<file path="src/hdl/sawl_pkg.sv">
`timescale 1ns / 1ps
// ----------------------------------------------------------------------------
// sawl_pkg
// types and codes shared by the stop-and-wait link endpoint
// ----------------------------------------------------------------------------
package sawl_pkg;

  typedef enum logic [2:0] {
    CmdNewPkt = 3'd0,
    CmdTick   = 3'd1,
    CmdAck    = 3'd2,
    CmdNack   = 3'd3,
    CmdData   = 3'd4
  } cmd_e;

  typedef enum logic [2:0] {
    ActNone = 3'd0,
    ActSend = 3'd1,
    ActAck  = 3'd2,
    ActNack = 3'd3,
    ActDrop = 3'd4
  } action_e;

  localparam int unsigned AddrW = 3;
  localparam logic RegTimeout = 1'b0;
  localparam logic [15:0] TimeoutReset = 16'd1000;

  typedef struct packed {
    logic [2:0]  command;
    logic [15:0] packet_id;
    logic        bit_error;
  } in_word_t;

  typedef struct packed {
    logic [2:0]  action;
    logic [15:0] out_packet_id;
    logic [7:0]  retrans_count;
    logic [4:0]  queue_level;
  } out_word_t;

endpackage

</file>
<file path="src/hdl/sawl_if.sv">
`timescale 1ns / 1ps
// ----------------------------------------------------------------------------
// sawl_if
// valid/ready channels for command words and result words
// ----------------------------------------------------------------------------
interface sawl_in_if;
  import sawl_pkg::*;

  logic     valid;
  logic     ready;
  in_word_t data;

  modport source (output valid, output data, input ready);
  modport sink (input valid, input data, output ready);
endinterface

interface sawl_out_if;
  import sawl_pkg::*;

  logic      valid;
  logic      ready;
  out_word_t data;

  modport source (output valid, output data, input ready);
  modport sink (input valid, input data, output ready);
endinterface

</file>
<file path="src/hdl/stop_and_wait_arq_link.sv">
`timescale 1ns / 1ps
// ----------------------------------------------------------------------------
// stop_and_wait_arq_link
// stop-and-wait arq endpoint with a packet queue and retransmit timer
// ----------------------------------------------------------------------------
// cmd_i carries one command word per handshake: queue a new packet, a timer
// tick, an ack or nack from the far end, or a received data frame. res_o
// returns exactly one result word for every command word, in order.
// The apb port holds timeout_ticks at byte address 0; write it only while
// the link is idle.
// A command word's result is registered and shows in the cycle after it is
// taken. One word per cycle while res_o does not stall. The queue lives in a
// synchronous memory whose registered read always holds the entry at the
// head, with a bypass when the head is written in the same cycle.
// A stalled receiver holds the result register; cmd_i is still taken in the
// cycle where the pending result leaves. Reset empties the queue, drops the
// in-flight packet, disarms the timer and sets timeout_ticks to 1000; it
// needs no clearing pass.
// ----------------------------------------------------------------------------
module stop_and_wait_arq_link #(
  parameter int unsigned QueueDepth = 16
) (
  input  logic                     clk_i,
  input  logic                     rst_ni,
  sawl_in_if.sink                  cmd_i,
  sawl_out_if.source               res_o,
  input  logic                     psel,
  input  logic                     penable,
  input  logic                     pwrite,
  input  logic [sawl_pkg::AddrW-1:0] paddr,
  input  logic [31:0]              pwdata,
  output logic [31:0]              prdata,
  output logic                     pready
);
  import sawl_pkg::*;

  localparam int unsigned PtrW = $clog2(QueueDepth);
  localparam int unsigned CntW = $clog2(QueueDepth + 1);

  logic [15:0] fifo_mem [QueueDepth];
  logic [15:0] head_word_q;

  logic [PtrW-1:0] head_q, head_d, tail_q, tail_d;
  logic [CntW-1:0] count_q, count_d;
  logic [15:0]     inflight_id_q, inflight_id_d;
  logic            inflight_valid_q, inflight_valid_d;
  logic [15:0]     timer_left_q, timer_left_d;
  logic            timer_armed_q, timer_armed_d;
  logic [7:0]      retrans_q, retrans_d;
  logic [15:0]     timeout_q;

  out_word_t out_q, out_d;
  logic      out_valid_q;
  logic      accept;
  logic      wr_en;
  logic      pop;
  logic [15:0] arm_value;
  logic [15:0] timer_dec;
  logic [15:0] head_entry;
  logic [31:0] level_ext;
  action_e     action;

  assign pready = 1'b1;
  assign prdata = (paddr[AddrW-1] == RegTimeout) ? {16'd0, timeout_q} : 32'd0;

  always_ff @(posedge clk_i or negedge rst_ni) begin
    if (!rst_ni) begin
      timeout_q <= TimeoutReset;
    end else if (psel && penable && pwrite && paddr[AddrW-1] == RegTimeout) begin
      timeout_q <= pwdata[15:0];
    end
  end

  assign cmd_i.ready = !out_valid_q || res_o.ready;
  assign accept      = cmd_i.valid && cmd_i.ready;
  assign arm_value   = (timeout_q == 16'd0) ? 16'd1 : timeout_q;
  assign timer_dec   = (timer_left_q != 16'd0) ? timer_left_q - 16'd1 : timer_left_q;
  assign head_entry  = (count_q == '0) ? cmd_i.data.packet_id : head_word_q;

  function automatic logic [PtrW-1:0] next_ptr(input logic [PtrW-1:0] p);
    next_ptr = (p == PtrW'(QueueDepth - 1)) ? '0 : p + 1'b1;
  endfunction

  always_comb begin
    head_d           = head_q;
    tail_d           = tail_q;
    count_d          = count_q;
    inflight_id_d    = inflight_id_q;
    inflight_valid_d = inflight_valid_q;
    timer_left_d     = timer_left_q;
    timer_armed_d    = timer_armed_q;
    retrans_d        = retrans_q;
    action           = ActNone;
    wr_en            = 1'b0;
    pop              = 1'b0;

    case (cmd_i.data.command)
      CmdNewPkt: begin
        if (count_q == CntW'(QueueDepth)) begin
          action = ActDrop;
        end else begin
          wr_en  = 1'b1;
          tail_d = next_ptr(tail_q);
          pop    = !inflight_valid_q;
          count_d = pop ? count_q : count_q + 1'b1;
        end
      end
      CmdTick: begin
        if (timer_armed_q) begin
          timer_left_d = timer_dec;
          if (timer_dec == 16'd0) begin
            if (inflight_valid_q) begin
              action       = ActSend;
              timer_left_d = arm_value;
            end else begin
              timer_armed_d = 1'b0;
            end
          end
        end
      end
      CmdAck: begin
        if (inflight_valid_q) begin
          inflight_valid_d = 1'b0;
          timer_armed_d    = 1'b0;
          timer_left_d     = 16'd0;
          if (count_q != '0) begin
            pop     = 1'b1;
            count_d = count_q - 1'b1;
          end
        end
      end
      CmdNack: begin
        if (inflight_valid_q) begin
          if (retrans_q != 8'hff) begin
            retrans_d = retrans_q + 8'd1;
          end
          timer_left_d  = arm_value;
          timer_armed_d = 1'b1;
          action        = ActSend;
        end
      end
      CmdData: begin
        action = cmd_i.data.bit_error ? ActNack : ActAck;
      end
      default: begin
        action = ActNone;
      end
    endcase

    if (pop) begin
      inflight_id_d    = head_entry;
      head_d           = next_ptr(head_q);
      inflight_valid_d = 1'b1;
      retrans_d        = 8'd0;
      timer_left_d     = arm_value;
      timer_armed_d    = 1'b1;
      action           = ActSend;
    end

    level_ext = 32'(count_d);
    out_d.action        = action;
    out_d.out_packet_id = (action == ActSend) ? inflight_id_d : 16'd0;
    out_d.retrans_count = retrans_d;
    out_d.queue_level   = level_ext[4:0];
  end

  // queue storage, registered read of the next head with write bypass
  always_ff @(posedge clk_i) begin
    if (accept && wr_en) begin
      fifo_mem[tail_q] <= cmd_i.data.packet_id;
    end
    if (accept && wr_en && tail_q == head_d) begin
      head_word_q <= cmd_i.data.packet_id;
    end else if (accept) begin
      head_word_q <= fifo_mem[head_d];
    end else begin
      head_word_q <= fifo_mem[head_q];
    end
  end

  always_ff @(posedge clk_i or negedge rst_ni) begin
    if (!rst_ni) begin
      head_q           <= '0;
      tail_q           <= '0;
      count_q          <= '0;
      inflight_id_q    <= 16'd0;
      inflight_valid_q <= 1'b0;
      timer_left_q     <= 16'd0;
      timer_armed_q    <= 1'b0;
      retrans_q        <= 8'd0;
      out_valid_q      <= 1'b0;
    end else begin
      if (accept) begin
        head_q           <= head_d;
        tail_q           <= tail_d;
        count_q          <= count_d;
        inflight_id_q    <= inflight_id_d;
        inflight_valid_q <= inflight_valid_d;
        timer_left_q     <= timer_left_d;
        timer_armed_q    <= timer_armed_d;
        retrans_q        <= retrans_d;
        out_valid_q      <= 1'b1;
      end else if (res_o.ready) begin
        out_valid_q <= 1'b0;
      end
    end
  end

  always_ff @(posedge clk_i) begin
    if (accept) begin
      out_q <= out_d;
    end
  end

  assign res_o.valid = out_valid_q;
  assign res_o.data  = out_q;

endmodule

</file>
<file path="src/flat_wrapper.sv">
// flat-port wrapper written by rule: the top's interface ports become plain ports
module stop_and_wait_arq_link_flat import sawl_pkg::*;
#(
  parameter int unsigned QueueDepth = 16
)
  (clk_i, rst_ni, psel, penable, pwrite, paddr, pwdata, prdata, pready, cmd_i_valid, cmd_i_data, cmd_i_ready, res_o_valid, res_o_data, res_o_ready);
  sawl_in_if cmd_i_i ();
  sawl_out_if res_o_i ();
  input  logic clk_i;
  input  logic rst_ni;
  input  logic psel;
  input  logic penable;
  input  logic pwrite;
  input  logic [sawl_pkg::AddrW-1:0] paddr;
  input  logic [31:0] pwdata;
  output logic [31:0] prdata;
  output logic pready;
  input wire logic [$bits(cmd_i_i.valid)-1:0] cmd_i_valid;
  input wire logic [$bits(cmd_i_i.data)-1:0] cmd_i_data;
  output wire logic [$bits(cmd_i_i.ready)-1:0] cmd_i_ready;
  output wire logic [$bits(res_o_i.valid)-1:0] res_o_valid;
  output wire logic [$bits(res_o_i.data)-1:0] res_o_data;
  input wire logic [$bits(res_o_i.ready)-1:0] res_o_ready;
  assign cmd_i_i.valid = cmd_i_valid;
  assign cmd_i_i.data = cmd_i_data;
  assign cmd_i_ready = cmd_i_i.ready;
  assign res_o_valid = res_o_i.valid;
  assign res_o_data = res_o_i.data;
  assign res_o_i.ready = res_o_ready;
  stop_and_wait_arq_link #(.QueueDepth(QueueDepth)) u_core (.clk_i(clk_i), .rst_ni(rst_ni), .cmd_i(cmd_i_i), .res_o(res_o_i), .psel(psel), .penable(penable), .pwrite(pwrite), .paddr(paddr), .pwdata(pwdata), .prdata(prdata), .pready(pready));
endmodule
</file>
<file path="config.mk">
export PLATFORM = sky130hd
export DESIGN_NAME = stop_and_wait_arq_link_flat
export DESIGN_NICKNAME = d
export VERILOG_FILES = /design/src/hdl/sawl_pkg.sv /design/src/hdl/sawl_if.sv /design/src/hdl/stop_and_wait_arq_link.sv /design/src/flat_wrapper.sv
export SDC_FILE = /design/constraint.sdc
export NUM_CORES = 1
export LEC_CHECK = 0
export BUFFER_PORTS_ARGS = -buffer_cell sky130_fd_sc_hd__buf_2
export CORE_ASPECT_RATIO = 1.2
export CORE_MARGIN = 2
export CORE_UTILIZATION = 30
export CTS_CLUSTER_DIAMETER = 80
export DETAILED_ROUTE_END_ITERATION = 6
export GPL_TIMING_DRIVEN = 0
export MAX_ROUTING_LAYER = met4
export REMOVE_ABC_BUFFERS = 1
export SETUP_SLACK_MARGIN = 0.1
export SLEW_MARGIN = 10
export SYNTH_ARGS = -nofsm -noshare
export SYNTH_HDL_FRONTEND = slang
export SYNTH_SLANG_ARGS = --single-unit
</file>
<file path="constraint.sdc">
create_clock -name clk_i -period 3.4 [get_ports clk_i]
set_input_delay 0.34 -clock clk_i [delete_from_list [all_inputs] [get_ports clk_i]]
set_output_delay 0.34 -clock clk_i [all_outputs]
set_load 0.005 [all_outputs]
</file>
==> run_results.csv, run 1 <==
group,metric,value,unit
synthesis,syn-cell-area,18800,um^2
global_routing,first_global_vias,13700,
sta,max_slew_margin,42.1,%
routing,wl_per_cell,23.2,um
place,pre_cts_slack,-1.97,ns
routing,drt_iter0_markers,1746,
sta,grt_setup_unrepaired,"true",
critical_path,timing.critical_path.to_type,"flip-flop",
place,io_buffer_count,93,
global_routing,groute.layer.met3.usage,3.32,%
global_routing,pin_count_of_the_biggest_net_entering_global_routing,50,
synthesis,leading_area_contributor_after_synthesis,"sky130_fd_sc_hd__edfxtp_1",
synthesis,yosysMostFrequentCell,"sky130_fd_sc_hd__edfxtp_1",
final_layout,fillCellCount,5809,
synthesis,async_reset_ff_share,19.1,%
clocking,cts_root_buf,"sky130_fd_sc_hd__clkbuf_16",
sta,setup_viol_count_final,8,
global_routing,track_usage,17.8,%
synthesis,synth_top_cells_by_count,"288 x sky130_fd_sc_hd__edfxtp_1, 287 x sky130_fd_sc_hd__nand2_1, 80 x sky130_fd_sc_hd__mux4_2, 73 x sky130_fd_sc_hd__nor2_1, 69 x sky130_fd_sc_hd__nand3_1",
clocking,cts-htree-levels,2,
clocking,cts-buffers-inserted,40,
clocking,cts.reportedPaths.clkPinSlew,0.07,ns
critical_path,rrSetupSlack,-0.10,ns
clocking,clock_tree_from_tritoncts,"done",
synthesis,synth_top_area_share,46.0,%
place,post-dp-hpwl,34.1,mm
routing,avgViaCountPerCell,5.62,
critical_path,capture_instance_of_the_worst_register_to_register_path,"u_core.head_word_q[7]",
synthesis,synthTopCellsByArea,"sky130_fd_sc_hd__edfxtp_1 46%, sky130_fd_sc_hd__mux4_2 9.6%, sky130_fd_sc_hd__dfrtp_1 8.8%",
critical_path,critical_path.startpoint_type,"flip-flop",
pwr,total_power,19.4,mW
final_layout,area.growth.synth_to_final,25.7,%
routing,dr_total_vias,14300,
critical_path,critPathKind,"reg -> reg",
synthesis,ys_seq_elements,376,
hold_path,min_delay_worst_endpoint,"u_core.timeout_q[8]",
outcome,failing_checks,"DRC, setup timing",
clocking,clock_insertion_delay_worst_skew,0.55,ns
routing,postRouteAntennaNets,0,
hold_path,hold_path.startpoint,"pwdata[8]",
critical_path,r2r_start,"u_core.count_q[1]",
sta,slew_viol_final,0,
floorplan,die_w,232,um
floorplan,core.rowCount,100,
routing,drc_violations_left,1,
synthesis,yosys_warnings,0,
floorplan,fp.coreArea,62100,um^2
sta,post-route-worst-setup-slack,-0.102,ns
pwr,power_density,823,nW/um^2
global_routing,grt_overflow_total,0,
global_routing,grtUsageMet2,27.9,%
global_routing,antenna_found_initial,2,
global_routing,grt_first_pass_wirelength,85.5,mm
place,finalWeightedCongestion,0.873,
sta,maximum_clock_frequency,286,MHz
global_routing,grt.busiest_layer,"met2",
synthesis,post_synth_inst_count,1531,
hold_path,hold_path_class,"in -> reg",
global_routing,gr-usage-met1,22.3,%
sta,min_period,3.50,ns
routing,iteration_count_of_the_initial_detailed_routing_pass,7,
final_layout,layout-drive-gt1-share,29.4,%
final_layout,design.final.nets,1756,
floorplan,ioPinCount,129,
critical_path,worst-endpoint-arrival,3.97,ns
place,cells_after_dpl,2367,
sta,final_min_period_over_clock_period,103,%
outcome,status,"complete, but fails checks",
sta,hold_violations,0,
final_layout,design_area,23600,um^2
place,detailed_place.area,20500,um^2
pwr,vdd_drop_max,0.543,mV
synthesis,synth_sequential_area_ratio,57.4,%
critical_path,crit_path_max_fanout,5,
routing,post_route_wl,58.7,mm
synthesis,dominantRegCellSynth,"sky130_fd_sc_hd__edfxtp_1",
job,maxCapViolCount,0,
hold_path,min_delay_path_depth,2,
pwr,leakage,8.50,nW
critical_path,r2r_cells,17,
final_layout,post_layout_nonfiller_instances,2535,
sta,timing_worst_slew_pin_value,0.869,ns
synthesis,syn_area_per_cell,12.3,um^2
floorplan,initial_core_utilization,30.3,%
clocking,clock_tree.buffer_depth,3,
sta,worst_clock_skew,0.0146,ns
clocking,clock-sinks,376,
floorplan,fp.dieArea,64700,um^2
synthesis,synth.distinct_cells,82,
synthesis,synth-edff-count,288,
floorplan,die_h,278,um
critical_path,required,3.86,ns
[kinds of logic (layout without fill, tap and decap cells)]
group           count (synthesis)  count (layout)  synth area share [%]
compound gates                279             284                  10.9
xor+xnor                       17              17                 0.792
fa+ha+maj                       9               9                 0.599
buf+inv                       164             330                  4.22
flops                         376             376                  57.4
mux                           133             133                  12.7
other cells                     2              19                0.0400
simple gates                  551             551                  13.4
[layout make-up]
class / count / area [um^2] / area share, %
well taps: 816 / 1020 / 4.32
clock inverters: 19 / 179 / 0.758
clock buffers: 55 / 1110 / 4.69
diodes: 2 / 5.00 / 0.0212
inverters: 35 / 144 / 0.609
flip-flops and latches: 376 / 10800 / 45.7
multi-input cells: 1011 / 8000 / 33.9
repair buffers: 221 / 2370 / 10.0
[state kept, by name, summed over array words and instances (netlist names)]
register and count:
u_core.tail_q 4, u_core.fifo_mem 256, u_core.inflight_valid_q 1, u_core.timer_armed_q 1
u_core.inflight_id_q 16, u_core.timer_left_q 16, u_core.head_word_q 16, u_core.res_o.data 32
u_core.head_q 4, u_core.count_q 5, u_core.res_o.valid 1, u_core.retrans_q 8
u_core.timeout_q 16
[critical path, stage by stage (launching register included)]
cell                      delay, ns
sky130_fd_sc_hd__dfrtp_1       0.41
sky130_fd_sc_hd__inv_2         0.09
sky130_fd_sc_hd__ha_4          0.16
sky130_fd_sc_hd__or4b_4        0.49
sky130_fd_sc_hd__buf_12        0.16
sky130_fd_sc_hd__a22o_4        0.28
sky130_fd_sc_hd__buf_16        0.16
sky130_fd_sc_hd__mux2i_4       0.27
sky130_fd_sc_hd__buf_12        0.15
sky130_fd_sc_hd__buf_16        0.11
sky130_fd_sc_hd__buf_12        0.14
sky130_fd_sc_hd__buf_12        0.12
sky130_fd_sc_hd__buf_16        0.12
sky130_fd_sc_hd__a21oi_2       0.03
sky130_fd_sc_hd__a32o_1        0.21
sky130_fd_sc_hd__o22a_1        0.18
sky130_fd_sc_hd__and3_1        0.16
sky130_fd_sc_hd__o21ai_1       0.16
[timing repair]
action,CTS,global route
cloned,15,7
buffers inserted,45,25
hold buffers,1,0
endpoints found under the hold margin,23,0
gates resized for setup,93,51
setup endpoints to repair,194,219
pin swaps,27,27
[per-layer routing]
| metal | vias up | wire, um |
|---|---|---|
| met5 | - | 0 |
| met2 | 857 | 27600 |
| met4 | 0 | 2970 |
| li1 | 6153 | - |
| met3 | 191 | 5470 |
| met1 | 7057 | 22600 |
[worst max-delay path by stage]
stage | slack [ns] | endpoint | startpoint | depth (start not counted)
2_1_floorplan | -4.08 | u_core.head_word_q[14] | u_core.head_q[0] | 8
6_report | -0.10 | u_core.head_word_q[7] | u_core.count_q[1] | 17
3_3_place_gp | -10.73 | u_core.head_word_q[7] | u_core.head_q[0] | 6
5_1_grt | -0.14 | u_core.head_word_q[7] | u_core.count_q[1] | 17
4_1_cts | -0.01 | u_core.fifo_mem[5][12] | u_core.count_q[1] | 11
3_5_place_dp | -1.97 | u_core.head_word_q[8] | u_core.count_q[1] | 12
[report_power, final]
part | internal [mW] | switching [mW]
Combinational | 4.29 | 4.70
Sequential | 5.44 | 0.641
Clock | 2.52 | 1.84
[layout by cell type (no fill, tap or decap), types with 31 or more instances in the layout]
| cell type | netlist | layout |
|---|---|---|
| sky130_fd_sc_hd__dfrtp_1 | 66 | 62 |
| sky130_fd_sc_hd__o21ai_0 | 43 | 39 |
| sky130_fd_sc_hd__inv_1 | 33 | 31 |
| sky130_fd_sc_hd__clkbuf_16 | 0 | 48 |
| sky130_fd_sc_hd__buf_4 | 28 | 61 |
| sky130_fd_sc_hd__edfxtp_1 | 288 | 288 |
| sky130_fd_sc_hd__a21oi_1 | 43 | 41 |
| sky130_fd_sc_hd__nand2_1 | 287 | 279 |
| sky130_fd_sc_hd__nor2_1 | 73 | 66 |
| sky130_fd_sc_hd__mux4_2 | 80 | 80 |
| sky130_fd_sc_hd__buf_2 | 28 | 93 |
| sky130_fd_sc_hd__a211oi_1 | 41 | 31 |
| sky130_fd_sc_hd__nand3_1 | 69 | 69 |
[per-stage QoR]
step | setup TNS [ns] | utilization, % | hold WS (ns)
6_report | -0.647 | 38.1 | 0.0196
5_1_grt | -1.21 | 38.1 | 0.0153
4_1_cts | -0.0586 | 37.1 | 0.00149
3_5_place_dp | -119.20 | 33.0 | 0.286
3_3_place_gp | -1067.37 | 31.7 | 0.462
2_1_floorplan | -156.61 | - | 0.0444
Note: power is estimated with default switching activity, not from simulation.
==> run 2, diff against run 1 <==
--- a/config.mk
+++ b/config.mk
@@ -7,12 +7,12 @@
 export LEC_CHECK = 0
 export BUFFER_PORTS_ARGS = -buffer_cell sky130_fd_sc_hd__buf_2
 export CORE_ASPECT_RATIO = 1.2
-export CORE_MARGIN = 2
 export CORE_UTILIZATION = 30
 export CTS_CLUSTER_DIAMETER = 80
 export DETAILED_ROUTE_END_ITERATION = 6
 export GPL_TIMING_DRIVEN = 0
 export MAX_ROUTING_LAYER = met4
+export PLACE_DENSITY = 0.47
 export REMOVE_ABC_BUFFERS = 1
 export SETUP_SLACK_MARGIN = 0.1
 export SLEW_MARGIN = 10
==> run_results.csv, run 2 (same netlist as run 1, synthesis figures left out) <==
group,metric,value,unit
routing,drc_violations_left,0,
sta,post-route-worst-setup-slack,-0.204,ns
routing,post_route_wl,62.2,mm
pwr,total_power,19.5,mW
critical_path,critical_path_depth,6,
final_layout,layout-drive-gt1-share,29.5,%
clocking,cts-buffers-inserted,42,
hold_path,min_delay_path_depth,3,
place,post-dp-hpwl,36.0,mm
hold_path,min_delay_worst_endpoint,"u_core.head_word_q[11]",
sta,hold_violations,0,
global_routing,pin_count_of_the_biggest_net_entering_global_routing,67,
critical_path,crit_path_max_fanout,36,
sta,min_period,3.60,ns
floorplan,ioPinCount,129,
final_layout,layout.cells.most_common,"sky130_fd_sc_hd__edfxtp_1",
critical_path,worstPathBufferInverterCount,0,
critical_path,cp_slowest_stage_delay,1.16,ns
global_routing,antenna_found_initial,1,
global_routing,first_global_vias,13700,
sta,slew_viol_final,0,
pwr,leakage,8.54,nW
floorplan,die_w,230,um
clocking,cts-htree-levels,2,
clocking,cts.reportedPaths.clkPinSlew,0.07,ns
clocking,clock-sinks,376,
sta,timing_worst_slew_pin_value,1.30,ns
routing,dr_total_vias,13900,
sta,final_min_period_over_clock_period,106,%
critical_path,timing.critical_path.max_delay_family,"compound AO/OA/AOI/OAI gates",
final_layout,antennaDiodeCount,0,
final_layout,largest_register_ff_count,256,
place,cells_after_dpl,2374,
outcome,status,"complete, but fails checks",
critical_path,rrSetupSlack,-0.20,ns
clocking,clock_tree_from_tritoncts,"done",
final_layout,fillCellCount,5821,
routing,iteration_count_of_the_initial_detailed_routing_pass,6,
global_routing,grt_overflow_total,0,
floorplan,die_h,276,um
sta,worst_clock_skew,0.0224,ns
floorplan,initial_core_utilization,30.3,%
sta,grt_setup_unrepaired,"true",
critical_path,timing.critical_path.slowest_stage_cell,"sky130_fd_sc_hd__o32ai_1",
hold_path,hold_path_class,"in -> reg",
clocking,clock_tree.buffer_depth,3,
sta,maximum_clock_frequency,277,MHz
critical_path,r2r_start,"u_core.head_q[1]",
pwr,vdd_drop_max,0.550,mV
floorplan,fp.dieArea,63600,um^2
routing,drt_iter0_markers,1304,
final_layout,regMostFlops,"u_core.fifo_mem",
hold_path,hold_path.startpoint,"cmd_i_data[12]",
final_layout,design.final.nets,1778,
global_routing,grt_first_pass_wirelength,91.7,mm
sta,finalSetupTns,-1.12,ns
floorplan,fp.coreArea,61900,um^2
final_layout,mostFrequentLayoutCells,"288 x sky130_fd_sc_hd__edfxtp_1, 278 x sky130_fd_sc_hd__nand2_1, 95 x sky130_fd_sc_hd__buf_2, 80 x sky130_fd_sc_hd__mux4_2, 73 x sky130_fd_sc_hd__buf_4",
sta,hold_slack,0.138,ns
outcome,failing_checks,"setup timing",
critical_path,critPathKind,"reg -> reg",
routing,postRouteAntennaNets,0,
clocking,clock_insertion_delay_worst_skew,0.60,ns
critical_path,timing.critical_path.to_type,"flip-flop",
final_layout,area.growth.synth_to_final,25.7,%
routing,wl_per_cell,24.3,um
critical_path,capture_instance_of_the_worst_register_to_register_path,"u_core.head_word_q[15]",
critical_path,worst-endpoint-arrival,4.07,ns
clocking,cts_root_buf,"sky130_fd_sc_hd__clkbuf_16",
critical_path,critical_path.startpoint_type,"flip-flop",
sta,setup_viol_count_final,14,
critical_path,crit_path_cell_trace,"ha_2 > o32ai_1 > a32oi_1 > o2111ai_1 > nand3_1 > mux2_4",
place,io_buffer_count,93,
final_layout,post_layout_nonfiller_instances,2557,
floorplan,core.rowCount,100,
job,maxCapViolCount,0,
pwr,power_density,824,nW/um^2
place,finalWeightedCongestion,0.855,
critical_path,r2r_cells,6,
sta,max_slew_margin,13.2,%
routing,avgViaCountPerCell,5.42,
global_routing,track_usage,19.9,%
critical_path,required,3.86,ns
==> run 2: cell types whose count changed in the layout (fill, tap and decap cells not counted), sizes merged, moves of 2 or more <==
cell | previous run | this run
dlygate4sd3 | 1 | 18
clkbuf | 62 | 67
clkinv | 15 | 11
buf | 209 | 212
mux2 | 24 | 27
bufinv | 3 | 1
diode | 2 | 0
==> run 2: where the power goes <==
part	switching, mW	internal [mW]	total (mW)
clock	1.96	2.53	4.49
sequential	0.675	5.45	6.12
combinational	4.71	4.15	8.85
total	7.34	12.1	19.5
==> run 2: worst max-delay path by stage <==
stage                            from                     end  slack, ns
floorplan            u_core.head_q[0]  u_core.head_word_q[14]      -4.08
global placement     u_core.head_q[0]   u_core.head_word_q[1]     -11.74
detailed placement  u_core.count_q[1]  u_core.head_word_q[15]      -2.14
CTS                 u_core.count_q[0]  u_core.head_word_q[15]      -0.03
global route        u_core.count_q[1]  u_core.head_word_q[10]      -0.18
finish               u_core.head_q[1]  u_core.head_word_q[15]      -0.20
==> run 2: area by class of cell <==
class,count,area [um^2],area share [%]
Sequential cell,376,10800,45.7
Multi-Input combinational cell,1014,7980,33.8
Timing Repair Buffer,238,2340,9.92
Clock buffer,64,1190,5.05
Tap cell,816,1020,4.32
Inverter,35,158,0.667
Clock inverter,14,139,0.588
==> run 2: repair_timing <==
item | 4_1_cts | 5_1_grt
hold endpoints to repair | 41 | 0
gates resized for setup | 107 | 43
gates cloned | 18 | 3
pin swaps | 28 | 22
hold buffers | 18 | 0
setup endpoints to repair | 181 | 113
setup buffers | 54 | 14
==> run 2: layer usage <==
metal	track usage [%]	part of all wire (%)
met1	24.7	41
met2	33.0	49
met3	3.04	5.9
met4	6.69	4.2
met5	-	0
==> run 2: tightest hold or removal path, cell delays in order <==
cell                      delay [ns]
sky130_fd_sc_hd__buf_2          0.20
sky130_fd_sc_hd__nand2_1        0.09
sky130_fd_sc_hd__o21ai_1        0.06
==> run 2: through the flow <==
stage | setup slack (ns) | utilization [%] | instance area [um^2]
2_1_floorplan | -4.08 | - | 18200
3_3_place_gp | -11.74 | 31.8 | 19700
3_5_place_dp | -2.14 | 33.1 | 20500
4_1_cts | -0.0269 | 37.5 | 23200
5_1_grt | -0.181 | 38.1 | 23600
6_report | -0.204 | 38.1 | 23600
